===== config.mk =====
export PLATFORM = sky130hd
export DESIGN_NAME = page_table_range_walker
export DESIGN_NICKNAME = d
export VERILOG_FILES = /design/src/design/ptw_pkg.sv /design/src/design/ptw_addcmp.sv /design/src/design/ptw_outreg.sv /design/src/design/page_table_range_walker.sv
export SDC_FILE = /design/constraint.sdc
export NUM_CORES = 1
export LEC_CHECK = 0
export BUFFER_PORTS_ARGS = -buffer_cell sky130_fd_sc_hd__buf_4
export CORE_MARGIN = 1.5
export CORE_UTILIZATION = 60
export DETAILED_ROUTE_END_ITERATION = 8
export PLACE_DENSITY_LB_ADDON = 0.05
export SETUP_SLACK_MARGIN = 0.4
export SLEW_MARGIN = 30
export SYNTH_ARGS = -nofsm -noshare
export SYNTH_HDL_FRONTEND = slang
export SYNTH_SLANG_ARGS = --single-unit

===== constraint.sdc =====
create_clock -name clk_i -period 27.6 [get_ports clk_i]
set_clock_uncertainty 0.05 [all_clocks]
set_input_delay 5.52 -clock clk_i [delete_from_list [all_inputs] [get_ports clk_i]]
set_output_delay 5.52 -clock clk_i [all_outputs]
set_load 0.02 [all_outputs]

===== src/design/ptw_pkg.sv =====
package ptw_pkg;

  // Table geometry
  localparam int unsigned Levels    = 4;
  localparam int unsigned IndexBits = 9;
  localparam int unsigned VaBits    = 48;
  localparam int unsigned PageShift = 12;

  // Field widths
  localparam int unsigned AddrW   = 48;
  localparam int unsigned SpanW   = 40;
  localparam int unsigned DescW   = 64;
  localparam int unsigned LvlW    = 2;
  localparam int unsigned CfgIdxW = 2;

  localparam int unsigned BaseW = AddrW - PageShift;
  localparam int unsigned CmpW  = (VaBits + 1 > AddrW) ? VaBits + 1 : AddrW;

  typedef logic [AddrW-1:0]     addr_t;
  typedef logic [VaBits-1:0]    va_t;
  typedef logic [IndexBits-1:0] idx_t;
  typedef logic [BaseW-1:0]     base_t;
  typedef logic [LvlW-1:0]      lvl_t;
  typedef logic [SpanW-1:0]     span_t;

  // Result kinds
  typedef enum logic [1:0] {
    KIND_REQ  = 2'd0,
    KIND_MAP  = 2'd1,
    KIND_DONE = 2'd2,
    KIND_ERR  = 2'd3
  } kind_e;

  // Configuration register indexes
  typedef enum logic [CfgIdxW-1:0] {
    CFG_ROOT  = 2'd0,
    CFG_START = 2'd1,
    CFG_END   = 2'd2
  } cfg_idx_e;

  // One result item
  typedef struct packed {
    kind_e kind;
    lvl_t  level;
    addr_t oa;
    addr_t da;
    addr_t va;
    span_t span;
    logic  last;
  } result_t;

  // Bit position of the lowest VA bit translated at a level
  function automatic int unsigned level_shift(lvl_t l);
    return PageShift + (Levels - 1 - int'(l)) * IndexBits;
  endfunction

  function automatic span_t level_span(lvl_t l);
    int unsigned s;
    s = level_shift(l);
    return (s >= SpanW) ? '0 : (span_t'(1) << s);
  endfunction

  // Clears the bits below a level's span
  function automatic va_t align_mask(lvl_t l);
    return va_t'('1) << level_shift(l);
  endfunction

  function automatic idx_t index_of(va_t va, lvl_t l);
    return idx_t'(va >> level_shift(l));
  endfunction

endpackage


===== src/design/ptw_addcmp.sv =====
// Shared adder and end-of-range comparator
module ptw_addcmp (
  input  ptw_pkg::va_t   a_i,
  input  ptw_pkg::va_t   b_i,
  input  ptw_pkg::addr_t end_i,
  output ptw_pkg::va_t   sum_o,
  output logic           stop_o
);
  import ptw_pkg::*;

  logic [VaBits:0] sum_full;

  assign sum_full = {1'b0, a_i} + {1'b0, b_i};
  assign sum_o    = sum_full[VaBits-1:0];

  // carry out means the cursor left the address space
  assign stop_o = sum_full[VaBits] | (CmpW'(sum_full) >= CmpW'(end_i));

endmodule


===== src/design/ptw_outreg.sv =====
// Output register: holds one result until the sink takes it
module ptw_outreg (
  input  logic             clk_i,
  input  logic             rst_ni,
  input  logic             load_i,
  input  ptw_pkg::result_t res_i,
  input  logic             out_stall_i,
  output logic             free_o,
  output logic             out_valid_o,
  output ptw_pkg::result_t res_o
);
  import ptw_pkg::*;

  logic    valid_q, valid_d;
  result_t res_q;

  assign free_o = !valid_q || !out_stall_i;

  always_comb begin
    valid_d = valid_q;
    if (load_i) begin
      valid_d = 1'b1;
    end else if (!out_stall_i) begin
      valid_d = 1'b0;
    end
  end

  always_ff @(posedge clk_i or negedge rst_ni) begin
    if (!rst_ni) begin
      valid_q <= 1'b0;
    end else begin
      valid_q <= valid_d;
    end
  end

  always_ff @(posedge clk_i) begin
    if (load_i) begin
      res_q <= res_i;
    end
  end

  assign out_valid_o = valid_q;
  assign res_o       = res_q;

endmodule


===== src/design/page_table_range_walker.sv =====
// Channel  | Handshake              | Payload
// ---------+------------------------+-------------------------------------------
// in       | in_valid_i/in_stall_o  | action_i, descriptor_word_i
// out      | out_valid_o/out_stall_i| kind_o, walk_level_o, phys_addr_o,
//          |                        | descriptor_address_o, map_vaddr_o,
//          |                        | span_bytes_o, last_o
// cfg      | cfg_we_i               | cfg_addr_i, cfg_wdata_i
//
// A start goes through the start and request states to its read request, a table
// descriptor through classify and request, an invalid entry through classify, advance
// and request. A mapping gives its result in the map state, then advances to the next
// request; past the last index the climb goes up one level per cycle (up to 3 levels).
// Reset clears the sequencer, the scan flag and the registers; tables need no clear.
// A stalled output holds the sequencer in its emit state; in_stall_o is high until idle.
module page_table_range_walker (
  input  logic                     clk_i,
  input  logic                     rst_ni,
  // configuration
  input  logic                     cfg_we_i,
  input  logic [ptw_pkg::CfgIdxW-1:0] cfg_addr_i,
  input  ptw_pkg::addr_t           cfg_wdata_i,
  // input items
  input  logic                     in_valid_i,
  output logic                     in_stall_o,
  input  logic                     action_i,
  input  logic [ptw_pkg::DescW-1:0] descriptor_word_i,
  // result items
  output logic                     out_valid_o,
  input  logic                     out_stall_i,
  output logic [1:0]               kind_o,
  output ptw_pkg::lvl_t            walk_level_o,
  output ptw_pkg::addr_t           phys_addr_o,
  output ptw_pkg::addr_t           descriptor_address_o,
  output ptw_pkg::addr_t           map_vaddr_o,
  output ptw_pkg::span_t           span_bytes_o,
  output logic                     last_o
);
  import ptw_pkg::*;

  typedef enum logic [8:0] {
    ST_IDLE  = 9'b000000001,
    ST_START = 9'b000000010,
    ST_CLASS = 9'b000000100,
    ST_MAP   = 9'b000001000,
    ST_ADV   = 9'b000010000,
    ST_CLIMB = 9'b000100000,
    ST_REQ   = 9'b001000000,
    ST_DONE  = 9'b010000000,
    ST_ERR   = 9'b100000000
  } state_e;

  state_e state_q, state_d;
  logic   scan_q, scan_d;
  addr_t  root_q, start_q, end_q;
  lvl_t   lv_q, lv_d;
  idx_t   idx_q [Levels];
  idx_t   idx_d [Levels];
  base_t  base_q [Levels];
  base_t  base_d [Levels];
  va_t    cur_q, cur_d;
  addr_t  desc_q;

  logic    in_xfer;
  logic    out_free;
  logic    emit;
  result_t emit_res;
  result_t out_res;
  va_t     alu_a, alu_b, alu_sum;
  logic    alu_stop;
  addr_t   rd_addr;
  va_t     lv_mask;
  lvl_t    lv_next;
  logic    idx_full;

  assign in_stall_o = (state_q != ST_IDLE);
  assign in_xfer    = in_valid_i && !in_stall_o;

  // configuration writes
  always_ff @(posedge clk_i or negedge rst_ni) begin
    if (!rst_ni) begin
      root_q  <= '0;
      start_q <= '0;
      end_q   <= '0;
    end else if (cfg_we_i) begin
      unique case (cfg_addr_i)
        CFG_ROOT:  root_q  <= cfg_wdata_i;
        CFG_START: start_q <= cfg_wdata_i;
        CFG_END:   end_q   <= cfg_wdata_i;
        default: ;
      endcase
    end
  end

  // per-level helpers, all at the current level
  assign rd_addr  = {base_q[lv_q], PageShift'(0)} + (AddrW'(idx_q[lv_q]) << 3);
  assign lv_mask  = align_mask(lv_q);
  assign lv_next  = lv_q + lvl_t'(1);
  assign idx_full = &idx_q[lv_q];

  // shared unit: range check at start, step to next entry when advancing
  assign alu_a = (state_q == ST_ADV) ? (cur_q & lv_mask) : cur_q;
  assign alu_b = (state_q == ST_ADV) ? va_t'(level_span(lv_q)) : '0;

  ptw_addcmp u_addcmp (
    .a_i    (alu_a),
    .b_i    (alu_b),
    .end_i  (end_q),
    .sum_o  (alu_sum),
    .stop_o (alu_stop)
  );

  // sequencer
  always_comb begin
    state_d  = state_q;
    scan_d   = scan_q;
    lv_d     = lv_q;
    cur_d    = cur_q;
    idx_d    = idx_q;
    base_d   = base_q;
    emit     = 1'b0;
    emit_res = '{kind: KIND_DONE, level: '0, oa: '0, da: '0, va: '0, span: '0,
                 last: 1'b1};

    unique case (state_q)
      ST_IDLE: begin
        if (in_xfer) begin
          if (!action_i) begin
            scan_d = 1'b1;
            lv_d   = '0;
            for (int i = 0; i < Levels; i++) begin
              idx_d[i]  = '0;
              base_d[i] = '0;
            end
            cur_d     = start_q[VaBits-1:0];
            base_d[0] = root_q[AddrW-1:PageShift];
            idx_d[0]  = index_of(start_q[VaBits-1:0], '0);
            state_d   = ST_START;
          end else if (scan_q) begin
            state_d = ST_CLASS;
          end
        end
      end

      ST_START: begin
        state_d = alu_stop ? ST_DONE : ST_REQ;
      end

      // classify the returned descriptor
      ST_CLASS: begin
        if (!desc_q[0]) begin
          state_d = ST_ADV;
        end else if (desc_q[1] && (int'(lv_q) + 1 < Levels)) begin
          lv_d           = lv_next;
          base_d[lv_next] = desc_q[AddrW-1:PageShift];
          idx_d[lv_next]  = index_of(cur_q, lv_next);
          state_d        = ST_REQ;
        end else if (!desc_q[1] && (lv_q == '0 || int'(lv_q) == Levels - 1)) begin
          state_d = ST_ERR;
        end else begin
          state_d = ST_MAP;
        end
      end

      ST_MAP: begin
        emit_res.kind  = KIND_MAP;
        emit_res.level = lv_q;
        emit_res.oa    = AddrW'(desc_q[VaBits-1:0] & lv_mask);
        emit_res.da    = rd_addr;
        emit_res.va    = AddrW'(cur_q & lv_mask);
        emit_res.span  = level_span(lv_q);
        emit_res.last  = 1'b0;
        if (out_free) begin
          emit    = 1'b1;
          state_d = ST_ADV;
        end
      end

      // step right by one entry
      ST_ADV: begin
        if (alu_stop) begin
          state_d = ST_DONE;
        end else begin
          cur_d = alu_sum;
          if (!idx_full) begin
            idx_d[lv_q] = idx_q[lv_q] + idx_t'(1);
            state_d     = ST_REQ;
          end else if (lv_q == '0) begin
            state_d = ST_DONE;
          end else begin
            lv_d    = lv_q - lvl_t'(1);
            state_d = ST_CLIMB;
          end
        end
      end

      // one level up per cycle until a table has entries left or level 0 is full
      ST_CLIMB: begin
        if (!idx_full) begin
          idx_d[lv_q] = idx_q[lv_q] + idx_t'(1);
          state_d     = ST_REQ;
        end else if (lv_q == '0) begin
          state_d = ST_DONE;
        end else begin
          lv_d = lv_q - lvl_t'(1);
        end
      end

      ST_REQ: begin
        emit_res.kind  = KIND_REQ;
        emit_res.level = lv_q;
        emit_res.da    = rd_addr;
        if (out_free) begin
          emit    = 1'b1;
          state_d = ST_IDLE;
        end
      end

      ST_DONE: begin
        if (out_free) begin
          emit    = 1'b1;
          scan_d  = 1'b0;
          state_d = ST_IDLE;
        end
      end

      ST_ERR: begin
        emit_res.kind  = KIND_ERR;
        emit_res.level = lv_q;
        emit_res.da    = rd_addr;
        if (out_free) begin
          emit    = 1'b1;
          scan_d  = 1'b0;
          state_d = ST_IDLE;
        end
      end

      default: begin
        state_d = ST_IDLE;
      end
    endcase
  end

  always_ff @(posedge clk_i or negedge rst_ni) begin
    if (!rst_ni) begin
      state_q <= ST_IDLE;
      scan_q  <= 1'b0;
      lv_q    <= '0;
    end else begin
      state_q <= state_d;
      scan_q  <= scan_d;
      lv_q    <= lv_d;
    end
  end

  // walk context, valid only while a scan runs
  always_ff @(posedge clk_i) begin
    cur_q  <= cur_d;
    idx_q  <= idx_d;
    base_q <= base_d;
    if (in_xfer) begin
      desc_q <= descriptor_word_i[AddrW-1:0];
    end
  end

  ptw_outreg u_outreg (
    .clk_i       (clk_i),
    .rst_ni      (rst_ni),
    .load_i      (emit),
    .res_i       (emit_res),
    .out_stall_i (out_stall_i),
    .free_o      (out_free),
    .out_valid_o (out_valid_o),
    .res_o       (out_res)
  );

  assign kind_o               = out_res.kind;
  assign walk_level_o         = out_res.level;
  assign phys_addr_o          = out_res.oa;
  assign descriptor_address_o = out_res.da;
  assign map_vaddr_o          = out_res.va;
  assign span_bytes_o         = out_res.span;
  assign last_o               = out_res.last;

endmodule


==> results.cfg, run 1 <==
[setup_path]
setup.worst_path.class = reg2reg
end_kind = register
rrSetupSlack_ps = 18480
rr_worst_depth = 26
cp.required_ps = 27780
critPathLaunchType = register
arrival_ps = 9300
worst-path-max-fanout = 48

[synthesis]
synth_edf_count = 427
synth_top_area_cell = edfxtp_1
synth.top_cell.area_share_pct = 44.5
async_flop_share_pct = 25.3
ys_top_cells_by_area = edfxtp_1, dfrtp_1, mux2_2, mux2i_1, mux4_2
synth.distinct_cells = 81
synth_top_flop_cell = edfxtp_1
ys_ff_latch = 572
syn_area_um2 = 28800
syn_area_per_cell_um2 = 12.5
ys_warn_count = 0
syn_inst = 2309
synth_seq_area_share_pct = 57.1

[power_and_ir_drop]
pwr-share-comb_pct = 32.8
power_density_nw_per_um2 = 93.9
p_clk_share_pct = 25.4
p_leak_nw = 13.1
p_sw_mw = 1.12
p_int_mw = 2.00
power_frac_seq_pct = 41.8
swShare_pct = 35.9
ir_drop_v = 0.0000586

[placement]
port_buffers = 256
dp_hpwl_um = 53800
gp_congestion = 1.04
place_inst = 3098

[grt]
groute.usage.overall_pct = 32.7
grt.overflow.total = 0
grt_first_pass_wirelength_um = 122000
grt_max_degree = 190
antenna_found_initial = 2
grt_pass1_vias = 19800

[sta]
period_minus_slack_ps = 9120
slew_violations = 0
slew_headroom_pct = 29.1
period_share_pct = 33.0
worst_pin_slew_ps = 1060
setup_viol = 0
rsz0062_at_grt = false
setup_tns_ps = 0
fmax_mhz = 110
hold_viol = 0

[floorplanning]
pin_count = 311
fp-row-count = 80
fp.dieW_um = 222
dieArea_um2 = 49300
die_y_um = 222
core_um2 = 47500
initial_core_util_pct = 60.6

[detailed_routing]
drt-wirelength-per-cell_um = 25.1
drt_iter0_drc = 2208
met2_wirelength_um = 37500
maxUsedRoutingLayer = met5
met1Wirelength_um = 33500
via_count = 19900
ant_nets = 0
wl_met3_um = 7260
routed_wirelength_um = 80700
firstDrtPassIters = 5
vias_per_cell = 6.20
drc = 0

[clocking]
clock-sinks = 572
cts_buffers = 59
cts_root_buffer = clkbuf_16
cts.clk_slew.worst_paths_ps = 60
htree_num_levels = 2
cts_buffer_depth = 3
cts_tree = done
cts-resized-gates = 0
post-cts-setup-buffers = 0
postCtsHoldBufs = 0
clk_latency_ps = 660

[hold_path]
holdPathStages = 1
hold_class = reg2reg

[flow_run]
cap_violations = 0

[finish]
drive_gt1_share_pct = 24.1
multi_input_area_um2 = 11600
area_growth_pct = 15.5
fill_cells = 3387
finalNonFillerCells = 3210
fin_nets = 2743
ff_latch_area_um2 = 16500

[outcome]
outcome = completed
flip-flops by register name, summed over array words and instances (netlist names):
register and count:
u_outreg.res_o 158, base_q 144, cur_q 48, end_q 48, start_q 48, desc_q 41, idx_q 36, root_q 36
state_q 9, lv_q 2, scan_q 1, u_outreg.out_valid_o 1
cells in the final DEF, fill, tap and decap left out, types with 11 or more instances in the layout:
| master | n |
|---|---|
| a21oi_1 | 53 |
| and2_1 | 122 |
| and3_1 | 54 |
| buf_4 | 291 |
| clkbuf_1 | 11 |
| clkbuf_16 | 59 |
| clkinv_2 | 17 |
| conb_1 | 45 |
| dfrtp_1 | 142 |
| edfxtp_1 | 427 |
| ha_1 | 74 |
| inv_1 | 63 |
| mux2_2 | 156 |
| mux2i_1 | 165 |
| mux4_2 | 52 |
| nand2_1 | 202 |
| nand3_1 | 75 |
| nand4_1 | 23 |
| nor2_1 | 183 |
| nor3_1 | 21 |
| nor4_1 | 15 |
| o21ai_0 | 64 |
| o22ai_1 | 36 |
| xnor2_1 | 27 |
| xor2_1 | 23 |
power by group through the flow:
stage               Sequential, mW  Clock (mW)  Combinational [mW]
floorplan                     1.30           0               0.678
global placement              1.31           0               0.979
detailed placement            1.32           0                1.00
CTS                           1.30       0.804                1.01
global route                  1.32       0.832                1.09
finish                        1.31       0.794                1.02
critical path, cell delays in order, from the launching register on:
cell       delay, ps
dfrtp_4          840
inv_1             80
buf_4            250
ha_4             540
inv_1            360
nor2_1           500
nand3_1          290
nor2_1           180
ha_1             310
nand3_1          110
nor3_1           390
nand2_1          220
o21bai_1         430
a31oi_1          250
nor2_1           220
xnor2_1          160
a21oi_1           70
ha_1             350
a211oi_1         370
o21ai_0          180
a311oi_1         410
o22ai_1          150
a2111oi_0        600
o21ai_2          300
or2_1            310
nand2_2           70
buf_4            620
area by class of cell:
cell class	instances	share of cell area [%]
timing repair buffer	296	6.82
sequential	572	49.5
inverter	65	0.734
antenna	1	0.00753
tap	615	2.31
multi-input combinational	1550	34.9
clock buffer	72	4.65
clock inverter	39	1.14
cells by family (layout without fill, tap and decap cells):
group	after synthesis	count (layout)	share of synthesized area, %
simple gates	746	746	12.7
compound gates	257	257	5.75
mux	373	373	15.9
flops	572	572	57.1
fa+ha+maj	79	79	3.46
buf+inv	231	472	3.49
xor+xnor	50	50	1.52
other cells	1	46	0.0130
synth_stat cells, drive strengths merged, types with 3 or more instances:
master / number
edfxtp: 427
nand2: 204
nor2: 186
mux2i: 165
mux2: 156
dfrtp: 144
and2: 123
clkbuf: 100
ha: 78
nand3: 76
o21ai: 69
buf: 66
inv: 64
and3: 55
a21oi: 54
mux4: 52
o22ai: 36
xnor2: 27
nand4: 25
xor2: 23
nor3: 22
nor4: 16
a31oi: 11
a21o: 10
a211oi: 9
nand2b: 9
o211ai: 9
o21bai: 8
nor2b: 7
nor3b: 6
o21a: 6
o31ai: 6
a2111oi: 4
a211o: 4
a221o: 4
and4: 3
nand3b: 3
o221ai: 3
or2: 3
per-layer routing:
| layer | up-vias | global-route usage [%] |
|---|---|---|
| li1 | 8888 | - |
| met1 | 9916 | 46.8 |
| met2 | 946 | 50.9 |
| met3 | 145 | 6.19 |
| met4 | 2 | 10.7 |
| met5 | - | 0 |
through the flow:
stage	setup slack [ps]	util, %	area (um2)	hold WS [ps]	power, mW
after floorplan	13690	-	29000	421	1.97
after global placement	18730	65.8	31300	428	2.29
after detailed placement	18930	65.9	31300	437	2.32
after CTS	18800	69.9	33200	450	3.12
after global routing	18150	69.9	33200	464	3.25
final	18480	69.9	33300	451	3.12
final timing paths:
kind | startpoint | endpoint
min in group asynchronous | rst_ni | end_q[1]
max reg2reg | lv_q[0] | cur_q[15]
min | start_q[10] | start_q[10]
max | lv_q[0] | cur_q[15]
min reg2reg | start_q[10] | start_q[10]
max in group asynchronous | rst_ni | lv_q[0]
(Power assumes the default switching activity.)
==> inputs of run 2 (changes only) <==
CORE_UTILIZATION = 54   (was 60)
clock period = 7.5 ns   (was 27.6 ns; I/O delays follow)
==> results.cfg, run 2 (same netlist as run 1, synthesis figures left out) <==
[outcome]
outcome = completed

[floorplanning]
pin_count = 311
die_y_um = 234
core_um2 = 52700
fp.dieW_um = 234
dieArea_um2 = 54700
fp-row-count = 84
initial_core_util_pct = 54.7

[sta]
rsz0062_at_grt = false
setup_tns_ps = 0
setup_viol = 0
slew_violations = 0
worst_pin_slew_ps = 1090
holdWs_ps = 446
fin_ws_ps = 824
hold_viol = 0
period_minus_slack_ps = 6680
slew_headroom_pct = 27.1
fmax_mhz = 150
period_share_pct = 89.0

[setup_path]
arrival_ps = 6960
worstSetupStartpoint = lv_q[1]
setup.worst_path.class = reg2reg
worst-path-max-fanout = 27
reg2reg_from = lv_q[1]
end_kind = register
critPathLaunchType = register
cp.required_ps = 7780

[clocking]
cts_root_buffer = clkbuf_16
clk_latency_ps = 630
cts_buffer_depth = 3
cts.clk_slew.worst_paths_ps = 60
htree_num_levels = 2
clock-sinks = 572
cts_buffers = 61
cts_tree = done
postCtsHoldBufs = 0

[finish]
ff_latch_area_um2 = 16500
n_antenna_cell = 0
most-common-layout-cells = edfxtp_1, buf_4, nand2_1
drive_gt1_share_pct = 26.2
fill_cells = 4117
area_growth_pct = 18.2
layout_commonest_cell = edfxtp_1
fin_nets = 2816
multi_input_area_um2 = 11600
largest_register_ffs = 158

[grt]
antenna_found_initial = 3
grt.overflow.total = 0
grt_first_pass_wirelength_um = 122000
groute.usage.overall_pct = 30.2
grt_max_degree = 159
grt_pass1_vias = 19500

[detailed_routing]
ant_nets = 0
drt-wirelength-per-cell_um = 24.7
routed_wirelength_um = 82800
via_count = 20000
firstDrtPassIters = 6
vias_per_cell = 5.96
drc = 0
drt_iter0_drc = 2033

[placement]
dp_hpwl_um = 55900
pre_cts_ws_ps = 563
port_buffers = 256
gp_congestion = 0.949

[power_and_ir_drop]
power_density_nw_per_um2 = 344
p_leak_nw = 13.5
ir_drop_v = 0.000268

[flow_run]
cap_violations = 0

[hold_path]
hold_class = reg2reg
hp-start = start_q[11]
==> run 2: cell count changes in the layout (fill, tap and decap cells not counted), sizes merged <==
cell and change:
diode -1, clkbuf +7, clkinvlp -1, inv -2, buf +71
==> run 2: area by class of cell <==
type                            instances  area share [%]
Clock buffer                           79            4.81
Clock inverter                         36           0.985
Multi-Input combinational cell       1550            34.2
Inverter                               65           0.717
Timing Repair Buffer                  367            8.43
Tap cell                              688            2.53
Sequential cell                       572            48.4
==> run 2: per-layer routing <==
metal  part of all wire, %  vias up  GRT usage, %
li1                      -     9047             -
met2                    45      830          45.5
met3                   8.3      157          6.06
met5                 0.016        -             0
met4                   3.4        2          11.2
met1                    43     9986          43.5
==> run 2: final timing paths <==
path | end | slack, ps | depth (start not counted)
max reg2reg | idx_q[4] | 820 | 25
min in group asynchronous | end_q[1] | 790 | 1
max in group asynchronous | lv_q[1] | 5440 | 2
max | idx_q[4] | 820 | 25
min reg2reg | start_q[11] | 450 | 1
min | start_q[11] | 450 | 1
==> run 2: where the power goes <==
group          leakage, nW  internal (mW)  switching, mW
registers             5.61           4.28          0.480
logic                 6.87           1.56           2.40
clock network        0.973           1.71           1.26
total                 13.5           7.55           4.14
==> run 2: worst max-delay path, cell delays in order (launching register included) <==
cell,delay (ps)
dfrtp_2,410
inv_1,270
ha_4,480
or2_1,250
nand4_4,190
and2_1,220
ha_1,370
o21ai_0,100
o21bai_1,390
nand2b_1,190
o21bai_1,270
buf_4,170
o2111ai_1,90
nand2_1,90
xor2_1,330
ha_1,330
nor3_1,260
nor3_1,190
nand3_1,120
o32ai_1,80
buf_4,160
a2111oi_2,380
o21ai_2,160
buf_4,180
a221oi_4,350
buf_12,240
==> run 2: repair_timing <==
item | CTS | global route
gates resized for setup | 0 | 7
setup endpoints to repair | 0 | 89
buffers inserted | 0 | 2
==> run 2: metrics by stage <==
| step | power [mW] | cells | utilization [%] | cell area, um2 |
|---|---|---|---|---|
| final | 11.7 | 3357 | 64.6 | 34000 |
| after global placement | 8.59 | 3239 | 60.7 | 32000 |
| after global routing | 12.2 | 3357 | 64.6 | 34000 |
| after CTS | 11.7 | 3354 | 64.5 | 33900 |
| after detailed placement | 8.69 | 3239 | 60.7 | 32000 |
| after floorplan | 7.25 | 2353 | - | 29000 |
==> inputs of run 3 (changes only) <==
GPL_TIMING_DRIVEN = 0   (was unset)
==> results.cfg, run 3 (same netlist as run 1, synthesis figures left out) <==
[sta]
setup_viol = 0
fin_ws_ps = 538
rsz0062_at_grt = false
slew_violations = 0
hold_viol = 0
worst_pin_slew_ps = 993
period_minus_slack_ps = 6960
period_share_pct = 92.8
fmax_mhz = 144
slew_headroom_pct = 33.8

[placement]
place_area_um2 = 32300
gp_congestion = 0.965
port_buffers = 256
dp_hpwl_um = 67000
pre_cts_ws_ps = -2070
place_inst = 3317

[clocking]
clk_latency_ps = 650
clock-sinks = 572
htree_num_levels = 2
cts_buffer_depth = 3
cts_root_buffer = clkbuf_16
cts_buffers = 60
cts.clk_slew.worst_paths_ps = 70
cts_tree = done

[detailed_routing]
routed_wirelength_um = 90300
via_count = 20900
drt_iter0_drc = 2188
drt-wirelength-per-cell_um = 26.1
drc = 0
vias_per_cell = 6.03
firstDrtPassIters = 6
ant_nets = 0

[grt]
grt_first_pass_wirelength_um = 131000
grt_pass1_vias = 20200
grt_max_degree = 87
groute.usage.overall_pct = 32.9
grt.overflow.total = 0
antenna_found_initial = 4

[setup_path]
cp.required_ps = 7790
max_stage_delay_ps = 460
cp_slowest_cell = dfrtp_2
arrival_ps = 7250
critPathLaunchType = register
end_kind = register
worst-path-max-fanout = 13
setup.worst_path.class = reg2reg

[finish]
layout_commonest_cell = edfxtp_1
most-common-layout-cells = edfxtp_1, buf_4, nand2_1
fin_nets = 2916
finalNonFillerCells = 3459
area_growth_pct = 21.4
drive_gt1_share_pct = 27.1
final_area_um2 = 35000
largest_register_ffs = 158

[floorplanning]
initial_core_util_pct = 54.7
fp.dieW_um = 234
fp-row-count = 84
pin_count = 311
die_y_um = 234
core_um2 = 52700
dieArea_um2 = 54700

[power_and_ir_drop]
power_density_nw_per_um2 = 346
power_mw = 12.1
p_leak_nw = 13.8
ir_drop_v = 0.000228

[flow_run]
cap_violations = 0

[hold_path]
hold_class = reg2reg

[outcome]
outcome = completed
[run 3: report_power, final]
part	internal, mW	switching (mW)	total, mW
Clock	1.74	1.30	3.04
Sequential	4.27	0.481	4.75
Combinational	1.68	2.62	4.29
[run 3: layout make-up]
cell class	instances	area [um2]
clock inverters	25	248
diodes	3	7.51
clock buffers	88	1760
well taps	688	861
flip-flops and latches	572	16500
repair buffers	301	2550
fillers	4023	17700
multi-input cells	1551	11900
plain buffers	166	907
inverters	65	250
[run 3: worst paths after layout]
check,start,to,slack [ps],cells after the start
worst max-delay path,lv_q[0],idx_q[23],540,30
worst min-delay path,start_q[9],start_q[9],450,1
worst max register to register,lv_q[0],idx_q[23],540,30
worst min register to register,start_q[9],start_q[9],450,1
max in group asynchronous,rst_ni,start_q[18],5820,2
min in group asynchronous,rst_ni,end_q[1],750,1
[run 3: through the flow]
stage | setup TNS (ps) | hold slack (ps) | util (%)
2_1_floorplan | 0 | 421 | -
3_3_place_gp | -445580 | 428 | 60.4
3_5_place_dp | -165650 | 437 | 61.3
4_1_cts | 0 | 451 | 66.0
5_1_grt | 0 | 461 | 66.4
6_report | 0 | 449 | 66.4
[run 3: routing by layer]
metal | GRT usage, % | vias to the layer above | wire length, um | share of wire (%)
li1 | - | 9266 | - | -
met1 | 46.2 | 10400 | 37500 | 42
met2 | 51.2 | 997 | 41500 | 46
met3 | 5.67 | 170 | 7630 | 8.5
met4 | 12.8 | 2 | 3620 | 4.0
met5 | 0 | - | 11 | 0.012
[run 3: timing repair]
item	in CTS	in global routing
buffers inserted	17	8
hold endpoints to repair	0	0
resized for setup	80	52
cloned	1	0
pin swaps	11	15
hold buffers	0	0
setup endpoints to repair	89	88
[run 3: worst max-delay path, delay by kind of cell, from the launching register on]
| family | cells | cell delay (ps) |
|---|---|---|
| AO/OA/AOI/OAI | 13 | 3000 |
| flip-flops | 1 | 460 |
| XOR/XNOR | 1 | 230 |
| adder cells (fa/ha/maj) | 4 | 1160 |
| AND/OR/NAND/NOR | 3 | 240 |
| buffers and inverters | 9 | 1470 |
